`src/rtl/risc_instruction_predecoder_macros.svh`:
```
// ----------------------------------------------------------------------------
// risc_instruction_predecoder assertion macros
// shared property wrappers, clocked on i_clk and disabled in reset
// ----------------------------------------------------------------------------
`ifndef RISC_INSTRUCTION_PREDECODER_MACROS_SVH
`define RISC_INSTRUCTION_PREDECODER_MACROS_SVH

// same-cycle implication
`define RPD_ASSERT_NOW(label, ante, cons) \
    label: assert property (@(posedge i_clk) disable iff (!i_rst_n) \
        (ante) |-> (cons)) else $error("predecoder assertion failed");

// next-cycle implication
`define RPD_ASSERT_NEXT(label, ante, cons) \
    label: assert property (@(posedge i_clk) disable iff (!i_rst_n) \
        (ante) |=> (cons)) else $error("predecoder assertion failed");

`endif

```
`src/rtl/rpd_pkg.sv`:
```
// ----------------------------------------------------------------------------
// rpd_pkg
// mnemonic codes, encoding constants and stage payload types
// ----------------------------------------------------------------------------
`default_nettype none

package rpd_pkg;

    typedef enum logic [6:0] {
        M_RTPS = 7'd0, M_NCLIP, M_OP, M_DPCS, M_INTPL, M_MVMVA, M_NCDS, M_CDP,
        M_NCDT, M_NCCS, M_CC, M_NCS, M_NCT, M_SQR, M_DCPL, M_DPCT, M_AVSZ3,
        M_AVSZ4, M_RTPT, M_GPF, M_GPL, M_NCCT,
        M_NOP = 7'd22, M_SLL, M_SRL, M_SRA, M_SLLV, M_SRLV, M_SRAV, M_JR,
        M_JALR, M_SYSCALL, M_BREAK, M_MFHI, M_MTHI, M_MFLO, M_MTLO, M_MULT,
        M_MULTU, M_DIV, M_DIVU, M_ADD, M_MOVE, M_ADDU, M_SUB, M_SUBU, M_AND,
        M_OR, M_XOR, M_NOR, M_SLT, M_SLTU,
        M_BLTZ = 7'd52, M_BGEZ, M_BLTZAL, M_BGEZAL,
        M_MFC0, M_CFC0, M_MTC0, M_CTC0, M_BC0F, M_BC0T, M_RFE,
        M_MFC2, M_CFC2, M_MTC2, M_CTC2, M_BC2F, M_BC2T,
        M_J = 7'd69, M_JAL, M_B, M_BEQZ, M_BEQ, M_BNEZ, M_BNE, M_BLEZ, M_BGTZ,
        M_ADDI, M_LI, M_ADDIU, M_SLTI, M_SLTIU, M_ANDI, M_ORI, M_XORI, M_LUI,
        M_LB, M_LH, M_LWL, M_LW, M_LBU, M_LHU, M_LWR, M_SB, M_SH, M_SWL, M_SW,
        M_SWR, M_LWC2, M_SWC2,
        M_UNKNOWN = 7'd101, M_GEO_UNNAMED
    } t_mnem;

    // primary opcodes
    localparam logic [5:0] OP_SPECIAL = 6'h00;
    localparam logic [5:0] OP_REGIMM  = 6'h01;
    localparam logic [5:0] OP_J       = 6'h02;
    localparam logic [5:0] OP_JAL     = 6'h03;
    localparam logic [5:0] OP_BEQ     = 6'h04;
    localparam logic [5:0] OP_BNE     = 6'h05;
    localparam logic [5:0] OP_BLEZ    = 6'h06;
    localparam logic [5:0] OP_BGTZ    = 6'h07;
    localparam logic [5:0] OP_ADDI    = 6'h08;
    localparam logic [5:0] OP_ADDIU   = 6'h09;
    localparam logic [5:0] OP_SLTI    = 6'h0A;
    localparam logic [5:0] OP_SLTIU   = 6'h0B;
    localparam logic [5:0] OP_ANDI    = 6'h0C;
    localparam logic [5:0] OP_ORI     = 6'h0D;
    localparam logic [5:0] OP_XORI    = 6'h0E;
    localparam logic [5:0] OP_LUI     = 6'h0F;
    localparam logic [5:0] OP_COP0    = 6'h10;
    localparam logic [5:0] OP_COP2    = 6'h12;
    localparam logic [5:0] OP_LB      = 6'h20;
    localparam logic [5:0] OP_LH      = 6'h21;
    localparam logic [5:0] OP_LWL     = 6'h22;
    localparam logic [5:0] OP_LW      = 6'h23;
    localparam logic [5:0] OP_LBU     = 6'h24;
    localparam logic [5:0] OP_LHU     = 6'h25;
    localparam logic [5:0] OP_LWR     = 6'h26;
    localparam logic [5:0] OP_SB      = 6'h28;
    localparam logic [5:0] OP_SH      = 6'h29;
    localparam logic [5:0] OP_SWL     = 6'h2A;
    localparam logic [5:0] OP_SW      = 6'h2B;
    localparam logic [5:0] OP_SWR     = 6'h2E;
    localparam logic [5:0] OP_LWC2    = 6'h32;
    localparam logic [5:0] OP_SWC2    = 6'h3A;

    // special function field
    localparam logic [5:0] F_SLL     = 6'h00;
    localparam logic [5:0] F_SRL     = 6'h02;
    localparam logic [5:0] F_SRA     = 6'h03;
    localparam logic [5:0] F_SLLV    = 6'h04;
    localparam logic [5:0] F_SRLV    = 6'h06;
    localparam logic [5:0] F_SRAV    = 6'h07;
    localparam logic [5:0] F_JR      = 6'h08;
    localparam logic [5:0] F_JALR    = 6'h09;
    localparam logic [5:0] F_SYSCALL = 6'h0C;
    localparam logic [5:0] F_BREAK   = 6'h0D;
    localparam logic [5:0] F_MFHI    = 6'h10;
    localparam logic [5:0] F_MTHI    = 6'h11;
    localparam logic [5:0] F_MFLO    = 6'h12;
    localparam logic [5:0] F_MTLO    = 6'h13;
    localparam logic [5:0] F_MULT    = 6'h18;
    localparam logic [5:0] F_MULTU   = 6'h19;
    localparam logic [5:0] F_DIV     = 6'h1A;
    localparam logic [5:0] F_DIVU    = 6'h1B;
    localparam logic [5:0] F_ADD     = 6'h20;
    localparam logic [5:0] F_ADDU    = 6'h21;
    localparam logic [5:0] F_SUB     = 6'h22;
    localparam logic [5:0] F_SUBU    = 6'h23;
    localparam logic [5:0] F_AND     = 6'h24;
    localparam logic [5:0] F_OR      = 6'h25;
    localparam logic [5:0] F_XOR     = 6'h26;
    localparam logic [5:0] F_NOR     = 6'h27;
    localparam logic [5:0] F_SLT     = 6'h2A;
    localparam logic [5:0] F_SLTU    = 6'h2B;
    localparam logic [5:0] F_RFE     = 6'h10;

    // regimm rt selector
    localparam logic [4:0] RT_BLTZ   = 5'h00;
    localparam logic [4:0] RT_BGEZ   = 5'h01;
    localparam logic [4:0] RT_BLTZAL = 5'h10;
    localparam logic [4:0] RT_BGEZAL = 5'h11;

    // coprocessor rs selector
    localparam logic [4:0] RS_MF = 5'h00;
    localparam logic [4:0] RS_CF = 5'h02;
    localparam logic [4:0] RS_MT = 5'h04;
    localparam logic [4:0] RS_CT = 5'h06;
    localparam logic [4:0] RS_BC = 5'h08;
    localparam logic [4:0] RS_CO = 5'h10;

    // coprocessor branch condition in rt
    localparam logic [4:0] BC_FALSE = 5'h00;
    localparam logic [4:0] BC_TRUE  = 5'h01;

    // geometry command function values, index equals mnemonic code
    localparam int GEO_COUNT = 22;
    localparam logic [5:0] GEO_FUNCT [GEO_COUNT] = '{
        6'h01, 6'h06, 6'h0C, 6'h10, 6'h11, 6'h12, 6'h13, 6'h14, 6'h16, 6'h1B, 6'h1C,
        6'h1E, 6'h20, 6'h28, 6'h29, 6'h2A, 6'h2D, 6'h2E, 6'h30, 6'h3D, 6'h3E, 6'h3F
    };

    localparam logic [31:0] PC_STEP = 32'd4;

    // field stage to decode stage
    typedef struct packed {
        logic [31:0] word;
        logic [31:0] pc_plus4;
        logic [31:0] jtarget;
    } t_s1;

    // decode stage to resolve stage
    typedef struct packed {
        logic [31:0] word;
        t_mnem       code;
        logic        found;
        logic        brk;
        logic        hast;
        logic [31:0] target;
    } t_s2;

    // final result word
    typedef struct packed {
        t_mnem       code;
        logic        illegal;
        logic        brk;
        logic        hast;
        logic [31:0] target;
        logic [4:0]  rs;
        logic [4:0]  rt;
        logic [4:0]  rd;
        logic [4:0]  sa;
        logic [15:0] imm;
    } t_result;

endpackage

`default_nettype wire

```
`src/rtl/rpd_field_stage.sv`:
```
// ----------------------------------------------------------------------------
// rpd_field_stage
// first stage: captures the word, forms pc+4 and the jump target
// ----------------------------------------------------------------------------
`default_nettype none

module rpd_field_stage
    import rpd_pkg::*;
(
    input  wire logic        i_clk,
    input  wire logic        i_rst_n,
    input  wire logic        i_up_valid,
    output logic             o_up_ready,
    input  wire logic [31:0] i_word,
    input  wire logic [31:0] i_pc,
    output logic             o_valid,
    output t_s1              o_data,
    input  wire logic        i_dn_ready
);

    logic r_valid;
    t_s1  r_data;
    t_s1  n_data;

    assign o_up_ready = !r_valid || i_dn_ready;

    always_comb begin
        n_data.word     = i_word;
        n_data.pc_plus4 = i_pc + PC_STEP;
        n_data.jtarget  = {i_pc[31:28], i_word[25:0], 2'b00};
    end

    always_ff @(posedge i_clk) begin
        if (!i_rst_n) begin
            r_valid <= 1'b0;
        end else if (o_up_ready) begin
            r_valid <= i_up_valid;
        end
    end

    always_ff @(posedge i_clk) begin
        if (o_up_ready && i_up_valid) begin
            r_data <= n_data;
        end
    end

    assign o_valid = r_valid;
    assign o_data  = r_data;

endmodule

`default_nettype wire

```
`src/rtl/rpd_decode_stage.sv`:
```
// ----------------------------------------------------------------------------
// rpd_decode_stage
// second stage: mnemonic decode, alias rules and branch target add
// ----------------------------------------------------------------------------
`default_nettype none

module rpd_decode_stage
    import rpd_pkg::*;
(
    input  wire logic i_clk,
    input  wire logic i_rst_n,
    input  wire logic i_up_valid,
    output logic      o_up_ready,
    input  wire t_s1  i_data,
    output logic      o_valid,
    output t_s2       o_data,
    input  wire logic i_dn_ready
);

    logic        r_valid;
    t_s2         r_data;
    t_s2         n_data;

    logic [5:0]  op;
    logic [4:0]  rs;
    logic [4:0]  rt;
    logic [4:0]  rd;
    logic [4:0]  sa;
    logic [5:0]  fn;
    logic [31:0] btarget;
    logic        use_jump;
    t_mnem       code;
    logic        found;
    logic        brk;
    logic        hast;

    assign o_up_ready = !r_valid || i_dn_ready;

    assign op = i_data.word[31:26];
    assign rs = i_data.word[25:21];
    assign rt = i_data.word[20:16];
    assign rd = i_data.word[15:11];
    assign sa = i_data.word[10:6];
    assign fn = i_data.word[5:0];

    assign btarget = i_data.pc_plus4
                   + {{14{i_data.word[15]}}, i_data.word[15:0], 2'b00};

    always_comb begin
        code     = M_UNKNOWN;
        found    = 1'b1;
        brk      = 1'b0;
        hast     = 1'b0;
        use_jump = 1'b0;
        unique case (op)
            OP_SPECIAL: begin
                unique case (fn)
                    F_SLL:     code = (rd == 5'd0 && rt == 5'd0 && sa == 5'd0) ? M_NOP : M_SLL;
                    F_SRL:     code = M_SRL;
                    F_SRA:     code = M_SRA;
                    F_SLLV:    code = M_SLLV;
                    F_SRLV:    code = M_SRLV;
                    F_SRAV:    code = M_SRAV;
                    F_JR: begin
                        code = M_JR;
                        brk  = 1'b1;
                    end
                    F_JALR:    code = M_JALR;
                    F_SYSCALL: begin
                        code = M_SYSCALL;
                        brk  = 1'b1;
                    end
                    F_BREAK: begin
                        code = M_BREAK;
                        brk  = 1'b1;
                    end
                    F_MFHI:    code = M_MFHI;
                    F_MTHI:    code = M_MTHI;
                    F_MFLO:    code = M_MFLO;
                    F_MTLO:    code = M_MTLO;
                    F_MULT:    code = M_MULT;
                    F_MULTU:   code = M_MULTU;
                    F_DIV:     code = M_DIV;
                    F_DIVU:    code = M_DIVU;
                    F_ADD:     code = M_ADD;
                    F_ADDU:    code = (rs == 5'd0) ? M_MOVE : M_ADDU;
                    F_SUB:     code = M_SUB;
                    F_SUBU:    code = M_SUBU;
                    F_AND:     code = M_AND;
                    F_OR:      code = (rs == 5'd0) ? M_MOVE : M_OR;
                    F_XOR:     code = M_XOR;
                    F_NOR:     code = M_NOR;
                    F_SLT:     code = M_SLT;
                    F_SLTU:    code = M_SLTU;
                    default:   found = 1'b0;
                endcase
            end
            OP_REGIMM: begin
                hast = 1'b1;
                unique case (rt)
                    RT_BLTZ:   code = M_BLTZ;
                    RT_BGEZ:   code = M_BGEZ;
                    RT_BLTZAL: code = M_BLTZAL;
                    RT_BGEZAL: code = M_BGEZAL;
                    default:   found = 1'b0;
                endcase
            end
            OP_J: begin
                code     = M_J;
                brk      = 1'b1;
                hast     = 1'b1;
                use_jump = 1'b1;
            end
            OP_JAL: begin
                code     = M_JAL;
                hast     = 1'b1;
                use_jump = 1'b1;
            end
            OP_BEQ: begin
                hast = 1'b1;
                if (rt != 5'd0) begin
                    code = M_BEQ;
                end else if (rs == 5'd0) begin
                    code = M_B;
                end else begin
                    code = M_BEQZ;
                end
            end
            OP_BNE: begin
                hast = 1'b1;
                code = (rt == 5'd0) ? M_BNEZ : M_BNE;
            end
            OP_BLEZ: begin
                hast = 1'b1;
                code = M_BLEZ;
            end
            OP_BGTZ: begin
                hast = 1'b1;
                code = M_BGTZ;
            end
            OP_ADDI:  code = M_ADDI;
            OP_ADDIU: code = (rs == 5'd0) ? M_LI : M_ADDIU;
            OP_SLTI:  code = M_SLTI;
            OP_SLTIU: code = M_SLTIU;
            OP_ANDI:  code = M_ANDI;
            OP_ORI:   code = (rs == 5'd0) ? M_LI : M_ORI;
            OP_XORI:  code = M_XORI;
            OP_LUI:   code = M_LUI;
            OP_COP0: begin
                unique case (rs)
                    RS_MF: code = M_MFC0;
                    RS_CF: code = M_CFC0;
                    RS_MT: code = M_MTC0;
                    RS_CT: code = M_CTC0;
                    RS_BC: begin
                        hast = 1'b1;
                        unique case (rt)
                            BC_FALSE: code = M_BC0F;
                            BC_TRUE:  code = M_BC0T;
                            default:  found = 1'b0;
                        endcase
                    end
                    RS_CO: begin
                        if (fn == F_RFE) begin
                            code = M_RFE;
                        end else begin
                            found = 1'b0;
                        end
                    end
                    default: found = 1'b0;
                endcase
            end
            OP_COP2: begin
                if (i_data.word[25]) begin
                    // geometry command, unnamed functions are flagged in the last stage
                    code = M_GEO_UNNAMED;
                    for (int i = 0; i < GEO_COUNT; i++) begin
                        if (GEO_FUNCT[i] == fn) begin
                            code = t_mnem'(7'(i));
                        end
                    end
                end else begin
                    unique case (rs)
                        RS_MF: code = M_MFC2;
                        RS_CF: code = M_CFC2;
                        RS_MT: code = M_MTC2;
                        RS_CT: code = M_CTC2;
                        RS_BC: begin
                            hast = 1'b1;
                            unique case (rt)
                                BC_FALSE: code = M_BC2F;
                                BC_TRUE:  code = M_BC2T;
                                default:  found = 1'b0;
                            endcase
                        end
                        default: found = 1'b0;
                    endcase
                end
            end
            OP_LB:   code = M_LB;
            OP_LH:   code = M_LH;
            OP_LWL:  code = M_LWL;
            OP_LW:   code = M_LW;
            OP_LBU:  code = M_LBU;
            OP_LHU:  code = M_LHU;
            OP_LWR:  code = M_LWR;
            OP_SB:   code = M_SB;
            OP_SH:   code = M_SH;
            OP_SWL:  code = M_SWL;
            OP_SW:   code = M_SW;
            OP_SWR:  code = M_SWR;
            OP_LWC2: code = M_LWC2;
            OP_SWC2: code = M_SWC2;
            default: found = 1'b0;
        endcase
    end

    always_comb begin
        n_data.word   = i_data.word;
        n_data.code   = code;
        n_data.found  = found;
        n_data.brk    = brk;
        n_data.hast   = hast;
        n_data.target = use_jump ? i_data.jtarget : btarget;
    end

    always_ff @(posedge i_clk) begin
        if (!i_rst_n) begin
            r_valid <= 1'b0;
        end else if (o_up_ready) begin
            r_valid <= i_up_valid;
        end
    end

    always_ff @(posedge i_clk) begin
        if (o_up_ready && i_up_valid) begin
            r_data <= n_data;
        end
    end

    assign o_valid = r_valid;
    assign o_data  = r_data;

endmodule

`default_nettype wire

```
`src/rtl/rpd_resolve_stage.sv`:
```
// ----------------------------------------------------------------------------
// rpd_resolve_stage
// last stage: unknown-word override, illegal flag, target gating, output register
// ----------------------------------------------------------------------------
`default_nettype none

module rpd_resolve_stage
    import rpd_pkg::*;
(
    input  wire logic i_clk,
    input  wire logic i_rst_n,
    input  wire logic i_up_valid,
    output logic      o_up_ready,
    input  wire t_s2  i_data,
    output logic      o_valid,
    output t_result   o_data,
    input  wire logic i_dn_ready
);

    logic    r_valid;
    t_result r_data;
    t_result n_data;

    assign o_up_ready = !r_valid || i_dn_ready;

    always_comb begin
        n_data.code    = i_data.found ? i_data.code : M_UNKNOWN;
        n_data.illegal = !i_data.found || (i_data.code == M_GEO_UNNAMED);
        n_data.brk     = i_data.found && i_data.brk;
        n_data.hast    = i_data.found && i_data.hast;
        n_data.target  = (i_data.found && i_data.hast) ? i_data.target : 32'd0;
        n_data.rs      = i_data.word[25:21];
        n_data.rt      = i_data.word[20:16];
        n_data.rd      = i_data.word[15:11];
        n_data.sa      = i_data.word[10:6];
        n_data.imm     = i_data.word[15:0];
    end

    always_ff @(posedge i_clk) begin
        if (!i_rst_n) begin
            r_valid <= 1'b0;
        end else if (o_up_ready) begin
            r_valid <= i_up_valid;
        end
    end

    always_ff @(posedge i_clk) begin
        if (o_up_ready && i_up_valid) begin
            r_data <= n_data;
        end
    end

    assign o_valid = r_valid;
    assign o_data  = r_data;

endmodule

`default_nettype wire

```
`src/rtl/risc_instruction_predecoder.sv`:
```
// ----------------------------------------------------------------------------
// risc_instruction_predecoder
// three-stage predecoder: mnemonic code, flow flags, static target, raw fields
// ----------------------------------------------------------------------------
//
//  channel   direction  handshake          payload
//  --------  ---------  -----------------  ----------------------------------
//  in        input      i_valid / o_stall  i_instr_word, i_instr_address
//  out       output     o_valid / i_stall  o_mnemonic_code .. o_immediate
//
//  one word per cycle sustained while i_stall is low; an accepted word passes
//  the field, decode and resolve register stages in turn before o_valid
//  synchronous active-low reset empties all stages; no state beyond them
//  each stage holds while the one after it is full and stalled, so a
//  stalled output holds and bubbles close up behind it
//
`default_nettype none

module risc_instruction_predecoder
    import rpd_pkg::*;
(
    input  wire logic        i_clk,
    input  wire logic        i_rst_n,
    // input word
    input  wire logic        i_valid,
    output logic             o_stall,
    input  wire logic [31:0] i_instr_word,
    input  wire logic [31:0] i_instr_address,
    // result word
    output logic             o_valid,
    input  wire logic        i_stall,
    output logic [6:0]       o_mnemonic_code,
    output logic             o_is_illegal,
    output logic             o_breaks_flow,
    output logic             o_target_known,
    output logic [31:0]      o_target_address,
    output logic [4:0]       o_reg_s,
    output logic [4:0]       o_reg_t,
    output logic [4:0]       o_reg_d,
    output logic [4:0]       o_shift_amount,
    output logic [15:0]      o_immediate
);

`include "risc_instruction_predecoder_macros.svh"

    // stage handshakes
    logic    s1_ready;
    logic    s1_valid;
    t_s1     s1_data;
    logic    s2_ready;
    logic    s2_valid;
    t_s2     s2_data;
    logic    s3_ready;
    logic    s3_valid;
    t_result s3_data;

    // capture word, pc+4, jump target
    rpd_field_stage u_field (
        .i_clk      (i_clk),
        .i_rst_n    (i_rst_n),
        .i_up_valid (i_valid),
        .o_up_ready (s1_ready),
        .i_word     (i_instr_word),
        .i_pc       (i_instr_address),
        .o_valid    (s1_valid),
        .o_data     (s1_data),
        .i_dn_ready (s2_ready)
    );

    // opcode decode and branch add
    rpd_decode_stage u_decode (
        .i_clk      (i_clk),
        .i_rst_n    (i_rst_n),
        .i_up_valid (s1_valid),
        .o_up_ready (s2_ready),
        .i_data     (s1_data),
        .o_valid    (s2_valid),
        .o_data     (s2_data),
        .i_dn_ready (s3_ready)
    );

    // unknown override and output register
    rpd_resolve_stage u_resolve (
        .i_clk      (i_clk),
        .i_rst_n    (i_rst_n),
        .i_up_valid (s2_valid),
        .o_up_ready (s3_ready),
        .i_data     (s2_data),
        .o_valid    (s3_valid),
        .o_data     (s3_data),
        .i_dn_ready (!i_stall)
    );

    // front stalls only when every stage is full and the output is stalled
    assign o_stall = !s1_ready;

    assign o_valid          = s3_valid;
    assign o_mnemonic_code  = s3_data.code;
    assign o_is_illegal     = s3_data.illegal;
    assign o_breaks_flow    = s3_data.brk;
    assign o_target_known   = s3_data.hast;
    assign o_target_address = s3_data.target;
    assign o_reg_s          = s3_data.rs;
    assign o_reg_t          = s3_data.rt;
    assign o_reg_d          = s3_data.rd;
    assign o_shift_amount   = s3_data.sa;
    assign o_immediate      = s3_data.imm;

    // an accepted word always lands in the first stage
    `RPD_ASSERT_NEXT(a_accept_fills_s1, i_valid && !o_stall, s1_valid)

    // illegal words carry no flow break and no target
    `RPD_ASSERT_NOW(a_illegal_clean, o_valid && o_is_illegal,
        !o_breaks_flow && !o_target_known && o_target_address == 32'd0)

    // no target means a zero address
    `RPD_ASSERT_NOW(a_no_target_zero, o_valid && !o_target_known,
        o_target_address == 32'd0)

    // only jump, jump-register, syscall and break end the straight-line flow
    `RPD_ASSERT_NOW(a_break_codes, o_valid && o_breaks_flow,
        o_mnemonic_code == M_J || o_mnemonic_code == M_JR ||
        o_mnemonic_code == M_SYSCALL || o_mnemonic_code == M_BREAK)

    // jump targets are word aligned
    `RPD_ASSERT_NOW(a_jump_aligned,
        o_valid && (o_mnemonic_code == M_J || o_mnemonic_code == M_JAL),
        o_target_known && o_target_address[1:0] == 2'b00)

endmodule

`default_nettype wire
```
`config.mk`:
```
export PLATFORM = sky130hd
export DESIGN_NAME = risc_instruction_predecoder
export DESIGN_NICKNAME = d
export VERILOG_FILES = /design/src/rtl/rpd_pkg.sv /design/src/rtl/rpd_field_stage.sv /design/src/rtl/rpd_decode_stage.sv /design/src/rtl/rpd_resolve_stage.sv /design/src/rtl/risc_instruction_predecoder.sv
export VERILOG_INCLUDE_DIRS = /design/src /design/src/rtl
export SDC_FILE = /design/constraint.sdc
export NUM_CORES = 1
export LEC_CHECK = 0
export ABC_AREA = 1
export BUFFER_PORTS_ARGS = -buffer_cell sky130_fd_sc_hd__buf_4
export CORE_MARGIN = 8
export CORE_UTILIZATION = 30
export CTS_CLUSTER_DIAMETER = 40
export DETAILED_ROUTE_END_ITERATION = 7
export GPL_TIMING_DRIVEN = 1
export SYNTH_ARGS = -nofsm -noshare
export SYNTH_HDL_FRONTEND = slang
export SYNTH_SLANG_ARGS = --single-unit
```
`constraint.sdc`:
```
create_clock -name i_clk -period 4.72 [get_ports i_clk]
set_input_delay 0.472 -clock i_clk [delete_from_list [all_inputs] [get_ports i_clk]]
set_output_delay 0.472 -clock i_clk [all_outputs]
set_load 0.1 [all_outputs]
```
### Word-level counts from Yosys, hierarchy flattened

Index checks and enable logic that the tools add are counted.

* flip-flop bits (word level): 243
* bits of input ports: 68
* output and inout bits: 80

* add/sub/neg operators: 2
* equality and inequality tests: 89
* multiplexer cells: 54
* reductions and logical operators: 32

Operators with widths (number)
* 7-bit case mux with 32 select lines: 1
* 7-bit case mux with 28 select lines: 1
* 7-bit two-way mux: 25
* 6-bit equality test, second input constant: 24
* 6-bit by 4-bit equality test with 1-bit output, second input constant: 12
* 6-bit by 5-bit equality test with 1-bit output, second input constant: 10
* 6-bit equality test, first input constant: 10
* 28-bit OR reduction: 2
* 5-bit by 6-bit equality test with 1-bit output, first input constant: 9
* 6-bit by 3-bit equality test with 1-bit output, second input constant: 7
* 7-bit case mux with 6 select lines: 1
* 7-bit case mux with 5 select lines: 1
* 32-bit by 3-bit adder with 32-bit output, second input constant: 1
* 32-bit adder: 1
* 32-bit two-way mux: 1
* 7-bit case mux with 4 select lines: 1
* 6-bit by 2-bit equality test with 1-bit output, second input constant: 4
* 5-bit zero test: 4
* 5-bit equality test, second input constant: 3
* 7-bit case mux with 2 select lines: 1
* 6-bit zero test: 2
* 1-bit two-way mux: 12
* 6-bit case mux with 2 select lines: 1
* 5-bit by 3-bit equality test with 1-bit output, second input constant: 2
* other kinds (22): 41

### Longest topological paths before layout

Gate-level depths: netlist (run 1).

* depth in word-level cells: 25
* gate-level depth with buffers: 15

### Cells and area by module

From an unflattened synthesis (run 1), not the netlist that was laid out.

* cells, all modules: 1396
* area total of the unflattened synthesis: 12234.2 um^2

Modules (own cells, without submodules)
* rpd_decode_stage: instances 1, cells each 943, area an instance 6384.9 um^2, sequential area each 2242.2 um^2
* rpd_field_stage: instances 1, cells each 273, area an instance 3133.0 um^2, sequential area each 2062.0 um^2
* rpd_resolve_stage: instances 1, cells each 178, area an instance 2708.8 um^2, sequential area each 2062.0 um^2
* risc_instruction_predecoder: instances 1, cells each 2, area an instance 7.5 um^2, sequential area each 0.0 um^2

### Least setup slack after synthesis (run 1)

Ideal clock, no wire load.

* path kind: register to register
* from: reg u_resolve.r_valid, in the netlist u_resolve.o_valid
* to: reg u_field.r_data (netlist bit u_field.o_data[28]) (enable)
* setup time: 636 ps
* data arrival time: 4338 ps
* data required time: 4084 ps
* path slack: -254 ps
* cell stages (with the launch flop): 6
* period minus slack after synthesis: 4974 ps
* cell sequence: dfxtp_1 > nand2_1 > nor2_1 > inv_1 > nor2_1 > nor2_1

* cells in the longest elaborated chain, start to end: 5

Ends and longest elaborated chain
* start: declaration: line rpd_resolve_stage.sv:20 `logic r_valid;`
* start signal: assignment: line rpd_resolve_stage.sv:43 `r_valid <= i_up_valid;`
* 1-bit zero test: line rpd_resolve_stage.sv:24 `assign o_up_ready = !r_valid || i_dn_ready;`
* 1-bit logical OR: line rpd_resolve_stage.sv:24
* 1-bit logical OR: line rpd_decode_stage.sv:37 `assign o_up_ready = !r_valid || i_dn_ready;`
* 1-bit logical OR: line rpd_field_stage.sv:25 `assign o_up_ready = !r_valid || i_dn_ready;`
* 1-bit logical AND: line rpd_field_stage.sv:42 `if (o_up_ready && i_up_valid) begin`
* end signal: assignment: line rpd_field_stage.sv:43 `r_data <= n_data;`
* end: declaration: line rpd_field_stage.sv:22 `t_s1 r_data;`

No other way between the ends.
A chain may end at the register's enable or synchronous reset.

==> impl_results.md, run 1 <==
* Number of synthesis warnings at 0
* Die Wd at 212 um
* RR Endpoint: u_decode.o_data[18]
* F_max at 354 MHz
* Cell Rows at 71
* Synthesized cell area at 11500 um2
* Clk sinks at 207
* Worst EP required at 4980 ps
* I/O Pins at 148
* Final hold vios at 0
* RSZ-0062 raised after global routing: false
* Vias in the first global route at 9396
* Most common cell in the netlist: nand2_1
* Area Overhead vs Synth at 24.4%
* Internal Power at 3.88 mW
* Mean Syn Cell Area at 9.15 um2
* Fin area at 14300 um2
* Antenna Nets Post-Route at 0
* Vias at 9172
* Final wirelength at 34600 um
* Clock slew at reported path FFs at 60 ps
* Yosys reg bits at 207
* Reg2Reg Setup Slack at 1900 ps
* Top FF cell, synth: edfxtp_1
* Clk pwr share at 0.458
* Setup violators final at 0
* HP Class: in2reg
* Data arrival, critical path at 3090 ps
* CTS tree: built
* Pins Over Slew Limit at 0
* GR Util met3 at 0.0355
* Commonest cells post-synth: 280 x nand2_1, 204 x edfxtp_1, 161 x inv_1
* Global-route usage over all layers at 0.154
* Initial DRC count at 602
* DP Area at 13100 um2
* Leakage power at 6.27 nW
* Share of cells above drive strength 1 at 0.204
* Routing usage on met1 at 0.213
* Hold-fix buffers, CTS at 0
* Tmin final at 2820 ps
* Global placement routability congestion at 0.886
* Largest area contributor in the netlist: edfxtp_1
* Sw Share at 0.292
* Worst Skew at 21.7 ps
* CP startpoint: u_field.o_data[79]
* Die H at 212 um
* Nature of the critical path endpoint: flop
* # DRC at 0
* Global-route wire length before repair at 53600 um
* Final Core Density at 0.379
* Peak VDD IR at 174 uV
* Largest net degree at the start of global routing at 69
* Routing usage on met2 at 0.230
* WL/cell at 17.6 um
* Deepest clock path buffer count at 3
* Vias per inst at 4.68
* Die area at 44900 um2
* Skew-Pair Late Insertion Delay at 540 ps
* Syn_nets at 1356
* Number of synthesized flops with an enable pin at 204
* Setup bufs post-CTS at 0
* Gate Count Post-Synth at 1257
* Rel. slew slack at 0.355
* Register area share after synthesis at 0.538
* Register share of total power at 0.404
* Drt first pass iters at 4
* H-tree levels at 2
* IO Port Bufs at 147
* Sum Neg Setup Slack at 0 ps
* Initial antenna violation count at 0
* Launch point of the worst reg-to-reg path: u_field.o_data[79]
* Top Usage Layer GRT: met2
* CTS Buf Count at 36
* Cell variety after synth at 50
* Root Buffer: clkbuf_16
* Worst slew pin tran at 967 ps
* Starting Density at 0.305
* Top cell type's share of synthesized area at 0.533
* GRT overflow at 0
* CP Class: reg2reg
* Power Dens Cells at 383 nW/um2
* P_sw at 1.60 mW
* Final period util at 0.598
* CP Max Fanout at 18
* Core region area at 37800 um2
* Nets at 1520
* Crit path capture: u_decode.o_data[18]
* Largest cells by area after synthesis: edfxtp_1 53%, nand2_1 9.1%, inv_1 5.3%
* Critical Path Source Type: flop
* Antenna Cells at 0
* Status: complete, no violations
* FF-to-FF path depth at 8
* Max-cap violations at 0
* Ys async rst share at 0
* Number of gates resized after CTS at 0
* Combinational fraction of design power at 0.139
* Detail Placement HPWL at 26300 um
* WHS at 108 ps
==> layer usage <==
metal | share of wire | vias to the layer above
met2 | 0.43 | 308
met5 | 0 | -
met3 | 0.067 | 64
met1 | 0.48 | 4216
met4 | 0.031 | 0
li1 | - | 4584
==> cells in the final DEF, fill, tap and decap left out, types with 4 or more instances in the layout <==
master,n
a21oi_1,52
nand2_2,16
inv_6,8
ha_1,30
o21ai_1,4
nand2_1,279
o21bai_1,5
xnor2_1,14
nor3_2,6
nor2_1,137
or2_2,7
clkbuf_16,36
nor2_4,10
nand4_1,35
nand3b_1,4
xor2_1,21
nor3_1,30
inv_1,160
nor2_2,16
buf_4,153
edfxtp_1,204
nand3_2,6
a21o_1,5
inv_8,5
o21ai_0,43
nand3_1,97
inv_2,8
==> through the flow <==
| stage | setup WS (ps) | power (mW) | std cells |
|---|---|---|---|
| CTS | 1950 | 5.56 | 1959 |
| floorplan | 111 | 2.75 | 1257 |
| detailed placement | 1950 | 3.00 | 1894 |
| global route | 1720 | 5.71 | 1959 |
| global placement | 1890 | 3.01 | 1894 |
| finish | 1900 | 5.47 | 1959 |
==> logic make-up after synthesis <==
logic type	after synthesis	share of synthesized area
AND/OR/NAND/NOR	658	0.267
flip-flops	207	0.538
buffers and inverters	200	0.0736
AO/OA/AOI/OAI	126	0.0606
XOR/XNOR	35	0.0267
adder cells (fa/ha/maj)	31	0.0344
==> worst min path at each step <==
stage | from | endpoint | depth (start not counted)
3_3_place_gp | u_decode.o_data[61] | u_resolve.o_data[29] | 0
2_1_floorplan | u_decode.o_data[42] | u_resolve.o_data[0] | 0
6_report | i_instr_word[10] | u_field.o_data[74] | 1
5_1_grt | i_instr_word[14] | u_field.o_data[78] | 1
3_5_place_dp | u_decode.o_data[42] | u_resolve.o_data[0] | 0
4_1_cts | i_instr_word[14] | u_field.o_data[78] | 1
==> final cells by class <==
cell class / count / area [um2]
clock buffers: 39 / 912
repair buffers: 153 / 1150
flip-flops and latches: 207 / 6190
clock inverters: 26 / 262
multi-input cells: 850 / 4490
fillers: 3883 / 23400
inverters: 173 / 666
well taps: 511 / 639
==> power groups by stage <==
stage / logic (mW) / registers [mW] / clock network [mW]
3_3_place_gp: 0.761 / 2.24 / 0
6_report: 0.759 / 2.21 / 2.50
2_1_floorplan: 0.417 / 2.34 / 0
4_1_cts: 0.761 / 2.21 / 2.58
5_1_grt: 0.838 / 2.22 / 2.66
3_5_place_dp: 0.758 / 2.25 / 0
==> critical path: stages, from the launching register on <==
cell and delay [ps]:
edfxtp_1 860, ha_1 430, a21oi_1 280, o21ai_0 230, a21oi_1 170, nand2_1 110
or2_2 280, nand3_1 110, o21ai_0 100
==> state kept, by name (all words and copies together), names as in the netlist <==
name               count
u_decode.o_valid       1
u_field.o_valid        1
u_decode.o_data       68
u_resolve.o_valid      1
u_resolve.o_data      68
u_field.o_data        68
(Power assumes the default switching activity.)
==> run 2: changes to the inputs <==
Clock period 4.72 ns to 2.7 ns, I/O delays scaled along.
==> run 2 against run 1 <==
  * Count of clock-buffer cells in the layout down 8
  * Setup slack worse by 1700 ps
  * Die area unchanged
==> impl_results.md, run 2 (same netlist as run 1, synthesis figures left out) <==
* Final Core Density at 0.399
* Antenna Cells at 0
* Worst Skew at 20.5 ps
* Leakage power at 6.65 nW
* Detail Placement HPWL at 27300 um
* Sum Neg Setup Slack at 0 ps
* Global-route wire length before repair at 53400 um
* Min setup slack post-route at 172 ps
* Worst EP required at 3000 ps
* Routing usage on met1 at 0.217
* CP startpoint: u_field.o_data[79]
* F_max at 396 MHz
* Global-route usage over all layers at 0.152
* Worst slew pin tran at 749 ps
* Crit-path max cell delay at 400 ps
* Nets at 1604
* Power Dens Cells at 623 nW/um2
* Cell Rows at 71
* Power Total at 9.39 mW
* Starting Density at 0.305
* Die Wd at 212 um
* Initial DRC count at 593
* Vias at 9423
* IO Port Bufs at 147
* Most frequent cells in the layout: 279 x nand2_1, 204 x edfxtp_1, 185 x buf_4
* Peak VDD IR at 436 uV
* Initial antenna violation count at 0
* # DRC at 0
* Tmin final at 2530 ps
* Rel. slew slack at 0.494
* GR Util met3 at 0.0250
* CP Class: reg2reg
* Pins Over Slew Limit at 0
* Drt first pass iters at 6
* Final hold vios at 0
* Most common cell after layout, fill and taps aside: nand2_1
* Fin area at 15100 um2
* RSZ-0062 raised after global routing: false
* Core region area at 37800 um2
* Skew-Pair Late Insertion Delay at 580 ps
* Global placement routability congestion at 0.878
* CP Max Fanout at 15
* Antenna Nets Post-Route at 0
* CTS Buf Count at 31
* FF-to-FF path depth at 8
* RR Endpoint: u_decode.o_data[25]
* Routing usage on met2 at 0.235
* Reg2Reg Setup Slack at 170 ps
* WHS at 31.3 ps
* HP Class: in2reg
* Data arrival, critical path at 2820 ps
* Final period util at 0.936
* Setup bufs post-CTS at 0
* Deepest clock path buffer count at 3
* DP Area at 13500 um2
* Largest net degree at the start of global routing at 69
* I/O Pins at 148
* Vias per inst at 4.62
* Clock slew at reported path FFs at 60 ps
* Share of cells above drive strength 1 at 0.218
* Die area at 44900 um2
* Clk sinks at 207
* Nature of the critical path endpoint: flop
* Status: complete, no violations
* Setup violators final at 0
* Vias in the first global route at 9360
* Root Buffer: clkbuf_16
* H-tree levels at 1
* WL/cell at 17.0 um
* Post-route insts no fill at 2040
* Setup WS pre-CTS at 133 ps
* CP cell instances: buf_4 -> ha_1 -> a21oi_1 -> a21boi_0 -> o21a_1 -> nand4_1 -> nand3_1 -> o21ai_0
* Final wirelength at 34700 um
* GRT overflow at 0
* Die H at 212 um
* Crit path capture: u_decode.o_data[25]
* Critical Path Source Type: flop
* Max-cap violations at 0
* Top Usage Layer GRT: met2
* Area Overhead vs Synth at 31.1%
* CTS tree: built
* CP max stage cell: ha_1
* Placed insts at 1930
* Launch point of the worst reg-to-reg path: u_field.o_data[79]
[run 2: critical path, delay by kind of cell (launching register included)]
kind	cells	cell delay, ps
adders and majority gates	1	400
buffers and inverters	1	220
AOI/OAI and AO/OA	4	970
DFF	1	380
and+or+nand+nor	2	280
[run 2: how the worst min path moves through the flow]
| stage | from | endpoint | slack, ps | depth (start not counted) |
|---|---|---|---|---|
| detailed placement | u_decode.o_data[58] | u_resolve.o_data[26] | 410 | 0 |
| global route | i_instr_address[19] | u_field.o_data[51] | 20 | 2 |
| global placement | u_decode.o_data[63] | u_resolve.o_data[31] | 400 | 0 |
| CTS | i_instr_address[19] | u_field.o_data[51] | 2 | 2 |
| floorplan | i_instr_address[28] | u_field.o_data[28] | 370 | 0 |
| finish | i_instr_address[24] | u_field.o_data[56] | 30 | 2 |
[run 2: final cells by class]
class	instances	area (um2)
inverters	173	669
fillers	3758	22700
multi-input cells	850	4510
clock buffers	31	776
flip-flops and latches	207	6190
well taps	511	639
repair buffers	242	2000
clock inverters	26	295
[run 2: routing by layer]
| layer | vias up | routed length, um |
|---|---|---|
| li1 | 4748 | - |
| met1 | 4346 | 16800 |
| met2 | 287 | 15100 |
| met3 | 42 | 2160 |
| met4 | 0 | 639 |
| met5 | - | 0 |
[run 2: report_power, final]
group / total, mW / switching [mW] / internal [mW]
registers: 3.82 / 0.0838 / 3.74
clock network: 4.06 / 1.66 / 2.40
logic: 1.50 / 1.01 / 0.491
total: 9.39 / 2.76 / 6.63
[run 2: what timing repair did]
item	in CTS	in global routing
hold buffers	53	0
endpoints found under the setup margin	0	7
hold endpoints to repair	56	0
gates resized for setup	0	7
==> run 3: changes to the inputs <==
Settings changed: PLACE_DENSITY set to 0.47.
==> run 3 against run 2 <==
  * Hold slack lost 1.7 ps
  * First-iteration DRC count increased by 6.1%
  * Non-clock buffer count down 19
  * Via count decreased by 0.35%
  * Critical endpoint is now u_decode.o_data[29]
  * Highest routed layer is now met5
==> impl_results.md, run 3 (same netlist as run 1, synthesis figures left out) <==
* Core region area at 37800 um2
* CTS Buf Count at 37
* Power Dens Cells at 650 nW/um2
* Final wirelength at 35700 um
* Data arrival, critical path at 2820 ps
* Rel. slew slack at 0.496
* Combinational fraction of design power at 0.150
* CP Max Fanout at 18
* Sw Share at 0.285
* FILL cells at 3763
* Die Wd at 212 um
* Tmin final at 2570 ps
* H-tree levels at 2
* Pins Over Slew Limit at 0
* Most frequent cells in the layout: 280 x nand2_1, 204 x edfxtp_1, 180 x buf_4
* Die area at 44900 um2
* Setup violators final at 0
* Vias in the first global route at 9305
* Final hold vios at 0
* Antenna Nets Post-Route at 0
* Clk pwr share at 0.458
* Vias per inst at 4.63
* Starting Density at 0.305
* Skew-Pair Late Insertion Delay at 520 ps
* Largest net degree at the start of global routing at 69
* P_sw at 2.78 mW
* CTS tree: built
* Initial DRC count at 629
* Nets at 1591
* Max-cap violations at 0
* Global placement routability congestion at 0.908
* IO Port Bufs at 147
* Nature of the critical path endpoint: flop
* Vias at 9390
* Final period util at 0.951
* Clk sinks at 207
* Sum Neg Setup Slack at 0 ps
* Deepest clock path buffer count at 3
* Status: complete, no violations
* Most common cell after layout, fill and taps aside: nand2_1
* DP Area at 13400 um2
* Initial antenna violation count at 1
* Register share of total power at 0.392
* Detail Placement HPWL at 27100 um
* Drt first pass iters at 5
* RSZ-0062 raised after global routing: false
* Peak VDD IR at 279 uV
* CP Class: reg2reg
* Share of cells above drive strength 1 at 0.219
* Antenna Cells at 0
* Global-route wire length before repair at 54700 um
* Cell Rows at 71
* Area Overhead vs Synth at 30.6%
* Worst Skew at 20.8 ps
* Leakage power at 6.61 nW
* Fin area at 15000 um2
* # DRC at 0
* Root Buffer: clkbuf_16
* Critical Path Source Type: flop
* HP Class: in2reg
* Setup bufs post-CTS at 0
* Worst slew pin tran at 756 ps
* Internal Power at 6.98 mW
* Global-route usage over all layers at 0.158
* Die H at 212 um
* I/O Pins at 148
* F_max at 390 MHz
* GRT overflow at 0
* Clock slew at reported path FFs at 60 ps
* Worst EP required at 2950 ps
* WL/cell at 17.6 um
[run 3: power groups by stage]
stage / clock network [mW] / registers, mW / logic (mW)
after global routing: 4.73 / 3.84 / 1.61
final: 4.47 / 3.83 / 1.46
after floorplan: 0 / 4.07 / 0.732
after global placement: 0 / 3.89 / 1.43
after detailed placement: 0 / 3.89 / 1.41
after CTS: 4.60 / 3.83 / 1.47
[run 3: layout make-up]
type                            instances  area (um2)  share of cell area
Clock buffer                           38         930              0.0619
Multi-Input combinational cell        850        4510               0.300
Sequential cell                       207        6190               0.412
Clock inverter                         27         267              0.0177
Tap cell                              511         639              0.0426
Timing Repair Buffer                  223        1820               0.121
Inverter                              173         669              0.0446
[run 3: layer usage]
layer,up-vias,GRT usage,share of wire
met4,2,0.0563,0.031
met2,286,0.226,0.40
li1,4721,-,-
met3,74,0.0311,0.066
met1,4307,0.232,0.50
met5,-,0,0.00034
[run 3: what timing repair did]
item,4_1_cts,5_1_grt
resized for setup,0,3
endpoints found under the setup margin,0,5
hold buffers,39,0
hold endpoints to repair,39,0
[run 3: worst max-delay path: stages (launching register included)]
cell and delay, ps:
edfxtp_1 360, buf_4 230, ha_1 420, nand2_1 220
inv_1 60, a21oi_1 450, nand2_1 150, a21oi_1 200
nand3_1 90, nand3_1 90, nand2_1 50
[run 3: metrics by stage]
step           cells  power, mW  utilization  hold slack (ps)  setup slack, ps
2_1_floorplan   1257       4.81            -              369              239
3_3_place_gp    1925       5.32        0.356              401              125
3_5_place_dp    1925       5.31        0.356              405              124
4_1_cts         2029       9.89        0.398             4.09              129
5_1_grt         2029       10.2        0.398             16.1             12.5
6_report        2029       9.76        0.398             29.5              134
[run 3: worst paths after layout]
kind / from / to / slack, ps / cells past startpoint
worst max-delay path: u_field.o_data[79] / u_decode.o_data[29] / 130 / 10
worst min-delay path: i_instr_address[2] / u_field.o_data[34] / 30 / 2
worst max register to register: u_field.o_data[79] / u_decode.o_data[29] / 130 / 10
worst min register to register: u_decode.o_data[66] / u_resolve.o_data[34] / 420 / 0
